## config.mk

```make
export PLATFORM = sky130hd
export DESIGN_NAME = base64_stream_encoder
export DESIGN_NICKNAME = d
export VERILOG_FILES = /design/src/rtl/core/b64enc_pkg.sv /design/src/rtl/core/b64enc_front.sv /design/src/rtl/core/b64enc_queue.sv /design/src/rtl/core/b64enc_back.sv /design/src/rtl/core/base64_stream_encoder.sv
export SDC_FILE = /design/constraint.sdc
export NUM_CORES = 1
export LEC_CHECK = 0
export BUFFER_PORTS_ARGS = -buffer_cell sky130_fd_sc_hd__buf_2
export CAP_MARGIN = 20
export CORE_MARGIN = 2
export CORE_UTILIZATION = 45
export DETAILED_ROUTE_END_ITERATION = 16
export GPL_TIMING_DRIVEN = 0
export PLACE_DENSITY = 0.67
export SETUP_SLACK_MARGIN = 0.4
export SLEW_MARGIN = 20
export SYNTH_ARGS = -nofsm -noshare
export SYNTH_HDL_FRONTEND = slang
export SYNTH_SLANG_ARGS = --single-unit
```

## constraint.sdc

```tcl
create_clock -name clk -period 10.14 [get_ports clk]
set_clock_uncertainty 0.15 [all_clocks]
set_input_delay 1.521 -clock clk [delete_from_list [all_inputs] [get_ports clk]]
set_output_delay 1.521 -clock clk [all_outputs]
set_load 0.05 [all_outputs]
```

## src/rtl/core/b64enc_pkg.sv

```systemverilog
// Shared types, constants and the character mapping for the Base64 stream encoder.
package b64enc_pkg;

  // Default number of byte jobs buffered between the front and the back.
  localparam int QUEUE_DEPTH = 2;

  // Fixed ASCII codes used by the encoder.
  localparam logic [7:0] CHAR_PAD   = 8'h3D;
  localparam logic [7:0] CHAR_PLUS  = 8'h2B;
  localparam logic [7:0] CHAR_SLASH = 8'h2F;

  // Sextet range limits of the alphabet sections.
  localparam logic [5:0] SEXTET_LOWER = 6'd26;
  localparam logic [5:0] SEXTET_DIGIT = 6'd52;
  localparam logic [5:0] SEXTET_PLUS  = 6'd62;

  // Input request: one raw byte and its end-of-message flag.
  typedef struct packed {
    logic [7:0] in_byte;
    logic       last_byte;
  } b64enc_in_t;

  // Output request: one ASCII character with its markers.
  typedef struct packed {
    logic [7:0] out_char;
    logic       run_last;
    logic       message_end;
  } b64enc_out_t;

  // Work for one accepted byte: up to two sextets, then pad characters.
  typedef struct packed {
    logic [5:0] sextet0;
    logic [5:0] sextet1;
    logic [1:0] count_m1;   // number of characters minus one
    logic       last;
  } b64enc_job_t;

  // Maps a 6-bit value to its character of the standard alphabet.
  function automatic logic [7:0] sextet_to_ascii(input logic [5:0] v);
    logic [7:0] w;
    w = {2'b00, v};
    if (v < SEXTET_LOWER) begin
      return w + 8'd65;
    end else if (v < SEXTET_DIGIT) begin
      return w + 8'd71;
    end else if (v < SEXTET_PLUS) begin
      return w - 8'd4;
    end else if (v == SEXTET_PLUS) begin
      return CHAR_PLUS;
    end
    return CHAR_SLASH;
  endfunction

endpackage

```

## src/rtl/core/b64enc_front.sv

```systemverilog
// Front end: accepts bytes, tracks the group phase and builds one job per byte.
module b64enc_front (
  input  logic                  clk,
  input  logic                  rst_n,
  input  logic                  in_valid,
  output logic                  in_ready,
  input  b64enc_pkg::b64enc_in_t in_data,
  input  logic                  queue_full,
  output logic                  push,
  output b64enc_pkg::b64enc_job_t push_job
);
  import b64enc_pkg::*;

  typedef enum logic [1:0] {
    PH_0 = 2'd0,
    PH_1 = 2'd1,
    PH_2 = 2'd2,
    PH_3 = 2'd3
  } phase_t;

  phase_t     phase_r, phase_nxt;
  logic [3:0] leftover_r, leftover_nxt;
  logic [7:0] b;

  assign b        = in_data.in_byte;
  assign in_ready = !queue_full;
  assign push     = in_valid && in_ready;

  // Split the byte into sextets according to its place in the group.
  always_comb begin
    push_job.last = in_data.last_byte;
    case (phase_r)
      PH_1: begin
        push_job.sextet0  = {leftover_r[1:0], b[7:4]};
        push_job.sextet1  = {b[3:0], 2'b00};
        push_job.count_m1 = in_data.last_byte ? 2'd2 : 2'd0;
        leftover_nxt      = b[3:0];
        phase_nxt         = PH_2;
      end
      PH_2: begin
        push_job.sextet0  = {leftover_r, b[7:6]};
        push_job.sextet1  = b[5:0];
        push_job.count_m1 = 2'd1;
        leftover_nxt      = 4'd0;
        phase_nxt         = PH_0;
      end
      default: begin
        push_job.sextet0  = b[7:2];
        push_job.sextet1  = {b[1:0], 4'b0000};
        push_job.count_m1 = in_data.last_byte ? 2'd3 : 2'd0;
        leftover_nxt      = {2'b00, b[1:0]};
        phase_nxt         = PH_1;
      end
    endcase
    // The end of a message always restarts a group.
    if (in_data.last_byte) begin
      leftover_nxt = 4'd0;
      phase_nxt    = PH_0;
    end
  end

  // Group state advances only on an accepted byte.
  always_ff @(posedge clk) begin
    if (!rst_n) begin
      phase_r    <= PH_0;
      leftover_r <= 4'd0;
    end else if (push) begin
      phase_r    <= phase_nxt;
      leftover_r <= leftover_nxt;
    end
  end

endmodule

```

## src/rtl/core/b64enc_queue.sv

```systemverilog
// Small job queue that decouples the front end from the character back end.
module b64enc_queue #(
  parameter int DEPTH = b64enc_pkg::QUEUE_DEPTH
) (
  input  logic                    clk,
  input  logic                    rst_n,
  input  logic                    push,
  input  b64enc_pkg::b64enc_job_t push_job,
  input  logic                    pop,
  output logic                    full,
  output logic                    head_valid,
  output b64enc_pkg::b64enc_job_t head_job
);
  import b64enc_pkg::*;

  localparam int PW = (DEPTH > 1) ? $clog2(DEPTH) : 1;
  localparam int CW = $clog2(DEPTH + 1);

  b64enc_job_t   entries_r [DEPTH];
  logic [PW-1:0] wr_ptr_r, rd_ptr_r;
  logic [CW-1:0] count_r;

  assign full       = (count_r == CW'(DEPTH));
  assign head_valid = (count_r != '0);
  assign head_job   = entries_r[rd_ptr_r];

  // Entry storage.
  always_ff @(posedge clk) begin
    if (push) begin
      entries_r[wr_ptr_r] <= push_job;
    end
  end

  // Pointers and fill count.
  always_ff @(posedge clk) begin
    if (!rst_n) begin
      wr_ptr_r <= '0;
      rd_ptr_r <= '0;
      count_r  <= '0;
    end else begin
      if (push) begin
        wr_ptr_r <= (wr_ptr_r == PW'(DEPTH - 1)) ? '0 : wr_ptr_r + 1'b1;
      end
      if (pop) begin
        rd_ptr_r <= (rd_ptr_r == PW'(DEPTH - 1)) ? '0 : rd_ptr_r + 1'b1;
      end
      if (push && !pop) begin
        count_r <= count_r + 1'b1;
      end else if (pop && !push) begin
        count_r <= count_r - 1'b1;
      end
    end
  end

  a_no_overflow: assert property (@(posedge clk) disable iff (!rst_n) full |-> !push)
    else $error("queue written while full");
  a_no_underflow: assert property (@(posedge clk) disable iff (!rst_n) pop |-> head_valid)
    else $error("queue read while empty");
  a_count_range: assert property (@(posedge clk) disable iff (!rst_n)
    count_r <= CW'(DEPTH))
    else $error("queue count out of range");

endmodule

```

## src/rtl/core/b64enc_back.sv

```systemverilog
// Back end: walks the head job into the output register, one character per cycle unless the output stalls.
module b64enc_back (
  input  logic                    clk,
  input  logic                    rst_n,
  input  logic                    head_valid,
  input  b64enc_pkg::b64enc_job_t head_job,
  output logic                    pop,
  output logic                    out_valid,
  input  logic                    out_ready,
  output b64enc_pkg::b64enc_out_t out_data
);
  import b64enc_pkg::*;

  logic [1:0]  idx_r;
  logic        out_valid_r;
  b64enc_out_t out_data_r;
  logic        load;
  logic        final_char;
  b64enc_out_t char_nxt;

  assign out_valid  = out_valid_r;
  assign out_data   = out_data_r;
  assign load       = head_valid && (!out_valid_r || out_ready);
  assign final_char = (idx_r == head_job.count_m1);
  assign pop        = load && final_char;

  // Select the character at the current position of the job.
  always_comb begin
    case (idx_r)
      2'd0:    char_nxt.out_char = sextet_to_ascii(head_job.sextet0);
      2'd1:    char_nxt.out_char = sextet_to_ascii(head_job.sextet1);
      default: char_nxt.out_char = CHAR_PAD;
    endcase
    char_nxt.run_last    = final_char;
    char_nxt.message_end = final_char && head_job.last;
  end

  // Output register and character position.
  always_ff @(posedge clk) begin
    if (!rst_n) begin
      out_valid_r <= 1'b0;
      idx_r       <= 2'd0;
    end else begin
      if (load) begin
        out_valid_r <= 1'b1;
        idx_r       <= final_char ? 2'd0 : idx_r + 2'd1;
      end else if (out_ready) begin
        out_valid_r <= 1'b0;
      end
    end
  end

  always_ff @(posedge clk) begin
    if (load) begin
      out_data_r <= char_nxt;
    end
  end

  a_idx_in_job: assert property (@(posedge clk) disable iff (!rst_n)
    head_valid |-> idx_r <= head_job.count_m1)
    else $error("character position past end of job");
  a_end_is_run_last: assert property (@(posedge clk) disable iff (!rst_n)
    out_valid_r && out_data_r.message_end |-> out_data_r.run_last)
    else $error("message end without run end");
  a_idx_holds: assert property (@(posedge clk) disable iff (!rst_n)
    out_valid_r && !out_ready |=> $stable(idx_r))
    else $error("character position moved during stall");

endmodule

```

## src/rtl/core/base64_stream_encoder.sv

```systemverilog
// Top level of the Base64 stream encoder: front end, job queue and back end.
// Accepts one raw byte per request and emits standard Base64 characters, one
// per output request; a byte marked last flushes its partial group with '='
// padding to four characters. A byte yields 1 or 2 characters (2 to 4 at a
// flush), and the back end emits one character per cycle from the output
// register unless the output stalls. The job queue (QUEUE_DEPTH entries) lets
// bytes be taken while earlier characters still wait; with the queue empty and
// the output register free, a byte's job is registered in the queue and its
// first character then in the output register. No clearing pass after reset.
module base64_stream_encoder #(
  parameter int QUEUE_DEPTH = b64enc_pkg::QUEUE_DEPTH
) (
  input  logic                    clk,
  input  logic                    rst_n,
  input  logic                    in_valid,
  output logic                    in_ready,
  input  b64enc_pkg::b64enc_in_t  in_data,
  output logic                    out_valid,
  input  logic                    out_ready,
  output b64enc_pkg::b64enc_out_t out_data
);
  import b64enc_pkg::*;

  logic        push;
  logic        pop;
  logic        queue_full;
  logic        head_valid;
  b64enc_job_t push_job;
  b64enc_job_t head_job;

  // Byte intake and group classification.
  b64enc_front u_front (
    .clk       (clk),
    .rst_n     (rst_n),
    .in_valid  (in_valid),
    .in_ready  (in_ready),
    .in_data   (in_data),
    .queue_full(queue_full),
    .push      (push),
    .push_job  (push_job)
  );

  // Job buffer between the two halves.
  b64enc_queue #(
    .DEPTH(QUEUE_DEPTH)
  ) u_queue (
    .clk       (clk),
    .rst_n     (rst_n),
    .push      (push),
    .push_job  (push_job),
    .pop       (pop),
    .full      (queue_full),
    .head_valid(head_valid),
    .head_job  (head_job)
  );

  // Character generation.
  b64enc_back u_back (
    .clk       (clk),
    .rst_n     (rst_n),
    .head_valid(head_valid),
    .head_job  (head_job),
    .pop       (pop),
    .out_valid (out_valid),
    .out_ready (out_ready),
    .out_data  (out_data)
  );

endmodule

```

==> results.md, run 1 <==
- Minimum period implied by the final worst setup slack: 3.897 ns
- Worst ir drop on vdd: 0.09516 mV
- Proportion of synthesized chip area in sequential cells: 44.54%
- Worst Max-Slew Pin Slew: 0.7662 ns
- Sum Neg Setup Slack: 0 ns
- Vias per cell: 5.526
- GRT Residual Overflow: 0
- Total of warnings raised by yosys: 0
- Multiplexer area fraction after synthesis: 5.606%
- Std-Cell Core Area: 7214 um^2
- Post-Layout Inst Area: 3670 um^2
- Outcome: complete, no violations
- Synthesis-to-finish area growth: 10.35%
- Cell taking the most area after synthesis: edfxtp_1
- First drt pass iteration count: 4
- Cell-by-cell trace of the critical path: buf_6 > buf_6 > buf_2 > mux2i_1 > inv_1 > ha_1 > clkbuf_1 > a211oi_2 > a21oi_1 > a311oi_4 > and4b_1 > a2111oi_2 > o2111ai_1
- Number of rows created at floorplan: 31
- Xor and xnor fraction of the mapped netlist area: 2.107%
- Final estimated routing congestion in global placement: 0.9037
- CP arrival: 3.79 ns
- Cell type of the slowest stage on the worst timing path: a311oi_4
- Most used flip-flop cell after synthesis: edfxtp_1
- Sinks on the clock net: 54
- Top library cells by usage in the layout, fill and taps aside: edfxtp_1 (40), buf_2 (27), a21oi_1 (25), nand2_1 (23)
- Crit path required time: 10.03 ns
- Number of antenna violations at the first check in global routing: 0
- Worst stage delay on the critical path: 0.48 ns
- Hold Crit Class: flip-flop to flip-flop
- Final HPWL from detailed placement: 5246 um
- Kind of end point of the critical path: flip-flop
- Most frequent standard cell in the layout excluding fill and tap cells: edfxtp_1
- Share of the clock period used by the worst path after layout: 38.43%
- Total cell area at the placement stage: 3575 um^2
- Critical path fanouts, max: 10
- Total count of hold-check failures in the final report: 0
- Dominant combinational cell family by area after synthesis: compound AO/OA/AOI/OAI gates
- Antenna-violating nets left: 0
- Detailed-route wire length: 6766 um
- Maximum number of buffers from clock root to sink: 2
- Simple-Gate Fraction of Synth Area: 18.25%
- Detailed-route wire length per cell: 14.65 um
- Initial core utilization: 46.10%
- Number of global-route vias before repair: 2,453
- Maximum number of pins on one net before global-route repair: 20
- FFs w/ async S/R, synth: 0%
- Peak Freq: 256.6 MHz
- Mapped Nets: 361
- Global routing usage summed across all routing layers: 17.37%
- Count of flip-flops with a built-in enable after synthesis: 40
- Compound-cell area share of the yosys netlist: 18.36%
- Summed instance area of the synthesized netlist: 3326 um^2
- Register bit total from synthesis: 54
- Largest cells by area after synthesis: edfxtp_1 (36%), dfxtp_1 (8.4%), ha_1 (6.4%)
- Port-buffer cells: 24
- Final Setup Violations: 0
- Clock slew at the register clock pins of the worst setup and hold paths: 0.11 ns
- Number of library cell types mapped by synthesis: 60
- Share of the synthesized area in the top cell type: 36.12%
- Adder and majority gate portion of the synthesized area: 6.396%
- Clock buffer count from CTS: 5
- Setup repair after global routing missed its margin: false
- Vias after detailed routing: 2,553
- Height of the chip: 89.97 um
- Most used cell, CP: buf_6
- Total power after layout: 1.010 mW
- I/O pin count: 25
- Drc violations: 0
- Count of nets after finishing: 392
- Layout cell share with drive strength beyond 1: 15.43%
- Die width: 89.97 um
- Drt first-iter violations: 157
- CP Launch Type: flip-flop
- Worst-skew pair later-pin latency: 0.32 ns
- Root Driver: clkbuf_8
- Total power per unit cell area: 275.3 nW/um^2
- CTS tree: done
- Mean instance size in the synthesized netlist: 10.05 um^2
- Post-CTS resize count: 0
- Category of the most critical setup path: flip-flop to flip-flop
- Diode insertion count for antenna repair: 0
- Static leakage: 1.334 nW
- Max-Slew Margin vs Limit: 48.86%
- Post-CTS Repair Setup Buffers: 0
- Total Die Area: 8094 um^2
- Post-CTS Hold Fix Bufs: 0
- Final Max Tran Viols: 0
- Post-Synthesis Cells: 331
- Maximum level of the CTS H-tree: 2
- Maxcap violations: 0
- Global-route wire length before repair: 11,560 um
-- power breakdown --
group          leakage [nW]  total (mW)  switching, mW  internal (mW)
Sequential            0.494       0.338         0.0274          0.311
Combinational         0.789       0.542          0.345          0.198
Clock                0.0510       0.129         0.0778         0.0516
Total                  1.33        1.01          0.450          0.560
-- metal layers --
layer,share of wire (%),global-route usage (%),vias to the layer above
li1,-,-,1298
met3,3.1,3.018,12
met2,47,29.42,49
met4,1.8,5.385,0
met1,48,22.84,1194
met5,0,0,-
-- critical path, delay by kind of cell, from the launching register on --
| family | cells | cell delay [ns] |
|---|---|---|
| AO/OA/AOI/OAI | 5 | 1.32 |
| adder cells (fa/ha/maj) | 1 | 0.20 |
| buffers and inverters | 5 | 0.88 |
| flip-flops | 1 | 0.35 |
| multiplexers | 1 | 0.47 |
| AND/OR/NAND/NOR | 1 | 0.26 |
-- Yosys cell counts (5+ instances only) --
cell and number:
edfxtp_1 40, a21oi_1 25, nand2_1 23, nor2_1 20, inv_1 18, o21ai_0 18
ha_1 17, a22oi_1 14, dfxtp_1 14, mux2i_1 13, nor2b_1 12, and2_1 9
clkbuf_1 7, nor3_1 7, xnor2_1 7, nand3_1 6, mux2_2 5, nand2b_1 5
o22ai_1 5
-- per-stage QoR --
stage | setup slack [ns] | cells | hold WS [ns] | util, %
after floorplan | 6.848 | 331 | 0.3407 | -
after global placement | 6.288 | 454 | 0.3571 | 49.48
after detailed placement | 6.255 | 454 | 0.3687 | 49.55
after CTS | 6.206 | 462 | 0.3892 | 50.87
after global routing | 6.006 | 462 | 0.4446 | 50.87
final | 6.243 | 462 | 0.3826 | 50.87
-- flip-flops by register name, summed over array words and instances, names as in the netlist, named ones only --
signal	flops
u_front.phase_r	2
u_queue.wr_ptr_r	1
u_queue.entries_r	30
u_back.out_data	10
u_back.idx_r	2
u_queue.count_r	2
u_back.out_valid	1
u_front.leftover_r	4
u_queue.rd_ptr_r	1
-- worst paths after layout --
kind | start | end | slack, ns | cells past startpoint
setup / recovery | flip-flop | u_back.out_data[4] | 6.24 | 13
hold / removal | u_queue.count_r[1] | u_queue.count_r[1] | 0.38 | 2
setup reg to reg | flip-flop | u_back.out_data[4] | 6.24 | 13
hold reg to reg | u_queue.count_r[1] | u_queue.count_r[1] | 0.38 | 2
-- layout make-up --
cell class,count,area [um^2]
clock buffer,5,68.82
clock inverter,3,26.28
multi-input combinational,244,1692
timing repair buffer,24,120.1
inverter,19,71.32
buffer,14,86.33
fill,683,3545
sequential,54,1481
tap,99,123.9
-- cell families after synthesis --
group           count (synthesis)
compound gates                 91
simple gates                  110
mux                            18
buf+inv                        33
xor+xnor                        8
fa+ha+maj                      17
flops                          54
Power figures use the tool's default switching activity.
==> run 2: changes to the inputs <==
--- a/config.mk
+++ b/config.mk
@@ -5,13 +5,14 @@
 export SDC_FILE = /design/constraint.sdc
 export NUM_CORES = 1
 export LEC_CHECK = 0
+export ABC_AREA = 1
 export BUFFER_PORTS_ARGS = -buffer_cell sky130_fd_sc_hd__buf_2
 export CAP_MARGIN = 20
 export CORE_MARGIN = 2
 export CORE_UTILIZATION = 45
 export DETAILED_ROUTE_END_ITERATION = 16
 export GPL_TIMING_DRIVEN = 0
-export PLACE_DENSITY = 0.67
+export PLACE_DENSITY = 0.69
 export SETUP_SLACK_MARGIN = 0.4
 export SLEW_MARGIN = 20
 export SYNTH_ARGS = -nofsm -noshare
==> constraint.sdc (replaced) <==
create_clock -name clk -period 3.5 [get_ports clk]
set_clock_uncertainty 0.15 [all_clocks]
set_input_delay 0.525 -clock clk [delete_from_list [all_inputs] [get_ports clk]]
set_output_delay 0.525 -clock clk [all_outputs]
set_load 0.05 [all_outputs]
==> run 2 against run 1 <==
- clock-buffer cell count is 1 higher
- die area is 3.2% lower
- final area is 2.8% lower
- routed wire length is 7.9% lower
- highest routed layer unchanged
==> results.md, run 2 <==
- Share of the synthesized area in the top cell type: 37.37%
- Maximum level of the CTS H-tree: 2
- Dpl cells: 507
- Root Driver: clkbuf_8
- Total power per unit cell area: 931.2 nW/um^2
- Number of antenna violations at the first check in global routing: 0
- CP arrival: 2.21 ns
- Flip-flop count of the largest register after layout: 30
- Summed instance area of the synthesized netlist: 3214 um^2
- Post-CTS Hold Fix Bufs: 0
- Total Die Area: 7835 um^2
- Cell type of the slowest stage on the worst timing path: dfxtp_1
- Share of the clock period used by the worst path after layout: 65.90%
- Crit path required time: 3.40 ns
- Detailed-route wire length per cell: 12.10 um
- FFs w/ async S/R, synth: 0%
- Final cell count without fillers: 515
- Minimum hold slack: 0.2943 ns
- Most used standard cell by instance count after synthesis: nand2_1
- Global-route wire length before repair: 10,760 um
- Final estimated routing congestion in global placement: 0.9143
- Register bit total from synthesis: 54
- Cell-by-cell trace of the critical path: buf_6 > inv_6 > buf_8 > nand2_1 > nand2_2 > inv_1 > ha_1 > inv_1 > o21ai_0 > xor2_1 > nand3_1 > nand4_1 > nand3_1
- Initial core utilization: 46.79%
- Sinks on the clock net: 54
- Post-CTS resize count: 0
- CP Launch Type: flip-flop
- Hold Crit Class: input port to flip-flop
- Maxcap violations: 0
- Kind of end point of the critical path: flip-flop
- Post-Synthesis Cells: 387
- Setup crit end: u_back.out_data[6]
- Seq. cell area: 1481 um^2
- Static leakage: 1.616 nW
- Maximum number of buffers from clock root to sink: 2
- Cell taking the most area after synthesis: edfxtp_1
- Sum Neg Setup Slack: 0 ns
- Drc violations: 0
- Post-CTS Repair Setup Buffers: 0
- Biggest register: u_queue.entries_r
- Worst ir drop on vdd: 0.3832 mV
- Total power after layout: 3.320 mW
- Proportion of synthesized chip area in sequential cells: 46.09%
- Diode insertion count for antenna repair: 0
- Critical path fanouts, max: 10
- Most used flip-flop cell after synthesis: edfxtp_1
- Number of global-route vias before repair: 2,473
- Drt first-iter violations: 96
- Mapped Nets: 417
- Largest cells by area after synthesis: edfxtp_1 (37%), nand2_1 (12%), dfxtp_1 (8.7%)
- RR Endpoint: u_back.out_data[6]
- Vias after detailed routing: 2,552
- Number of rows created at floorplan: 30
- Most frequent standard cell in the layout excluding fill and tap cells: nand2_1
- Std-Cell Core Area: 6869 um^2
- Vias per cell: 4.955
- Final Setup Violations: 0
- Detailed-route wire length: 6233 um
- GRT Residual Overflow: 0
- Maximum number of pins on one net before global-route repair: 19
- Area used by multi-input combinational logic: 1443 um^2
- Port-buffer cells: 24
- Antenna-violating nets left: 0
- Number of fillers in the final layout: 685
- Clock slew at the register clock pins of the worst setup and hold paths: 0.11 ns
- Count of nets after finishing: 448
- I/O pin count: 25
- Minimum period implied by the final worst setup slack: 2.306 ns
- Global routing usage summed across all routing layers: 17.58%
- Final Max Tran Viols: 0
- Category of the most critical setup path: flip-flop to flip-flop
- Final HPWL from detailed placement: 4836 um
- Die width: 88.52 um
- Layout cell share with drive strength beyond 1: 16.71%
- Worst-skew pair later-pin latency: 0.31 ns
- Height of the chip: 88.52 um
- Top library cells by usage in the layout, fill and taps aside: nand2_1 (106), inv_1 (58), edfxtp_1 (40), nand3_1 (27), buf_2 (25)
- Most frequent cells after synthesis: nand2_1 (106), inv_1 (58), edfxtp_1 (40)
- First drt pass iteration count: 4
- Worst stage delay on the critical path: 0.34 ns
- Clock buffer count from CTS: 5
- Mean instance size in the synthesized netlist: 8.306 um^2
- Setup repair after global routing missed its margin: false
- Worst Max-Slew Pin Slew: 0.8069 ns
- Synthesis-to-finish area growth: 10.94%
- Max-Slew Margin vs Limit: 46.15%
- Outcome: complete, no violations
- Total count of hold-check failures in the final report: 0
- Count of flip-flops with a built-in enable after synthesis: 40
- Register-to-Register Setup Slack: 1.19 ns
- Peak Freq: 433.6 MHz
- Total of warnings raised by yosys: 0
- Number of library cell types mapped by synthesis: 34
- Worst r2r path cells: 13
- CTS tree: done
[run 2: cell types whose count changed in the layout (fill, tap and decap cells not counted), moves of 7 or more]
cell      delta
a21oi_1     -14
a22oi_1     -14
and2_1       -9
inv_1       +40
mux2i_1     -13
nand2_1     +83
nand2_2     +16
nand3_1     +21
nor2b_1     -12
nor3_1       -7
o221ai_1     +7
[run 2: logic make-up (layout without fill, tap and decap cells)]
| kind of cell | count (synthesis) | in the layout | share of synthesized area [%] |
|---|---|---|---|
| AO/OA/AOI/OAI | 46 | 46 | 9.031 |
| XOR/XNOR | 9 | 9 | 2.452 |
| adder cells (fa/ha/maj) | 17 | 17 | 6.617 |
| buffers and inverters | 71 | 103 | 9.303 |
| flip-flops | 54 | 54 | 46.09 |
| AND/OR/NAND/NOR | 190 | 190 | 26.51 |
[run 2: layer usage]
metal  vias up  GRT usage, %  share of wire (%)
met3         9         3.265                3.5
li1       1328             -                  -
met2        56         30.96                 50
met5         -             0                  0
met4         0         5.510                1.6
met1      1159         21.84                 45
[run 2: layout make-up]
type                            instances  share of cell area (%)
Sequential cell                        54                   41.54
Multi-Input combinational cell        262                   40.46
Inverter                               66                   7.088
Timing Repair Buffer                   24                   3.368
Tap cell                               96                   3.368
Clock buffer                            6                   2.316
Buffer                                  5                   1.298
Clock inverter                          2                  0.5614
[run 2: worst min-delay path by stage]
stage,depth (start not counted),to,startpoint
after detailed placement,2,u_front.leftover_r[3],u_front.leftover_r[3]
after global routing,1,u_queue.entries_r[0][0],in_data[0]
after floorplan,2,u_front.leftover_r[2],u_front.leftover_r[2]
after CTS,1,u_queue.entries_r[0][0],in_data[0]
after global placement,2,u_front.leftover_r[3],u_front.leftover_r[3]
final,1,u_queue.entries_r[0][0],in_data[0]
[run 2: critical path, delay by kind of cell, from the launching register on]
| kind | cells | cell delay [ns] |
|---|---|---|
| flip-flops | 1 | 0.34 |
| adder cells (fa/ha/maj) | 1 | 0.16 |
| AO/OA/AOI/OAI | 1 | 0.26 |
| AND/OR/NAND/NOR | 5 | 0.42 |
| XOR/XNOR | 1 | 0.17 |
| buffers and inverters | 5 | 0.54 |
[run 2: power breakdown]
part / internal [mW] / leakage (nW) / switching, mW
clock network: 0.169 / 0.0537 / 0.219
registers: 0.925 / 0.495 / 0.0445
logic: 0.602 / 1.07 / 1.36
[run 2: metrics by stage]
stage                     instance area (um^2)  utilization (%)  setup slack [ns]
after floorplan                           3214                -             1.053
after global placement                    3455            50.29            0.6288
after detailed placement                  3463            50.42             1.037
after CTS                                 3566            51.91             1.181
after global routing                      3566            51.91             1.024
final                                     3566            51.91             1.194
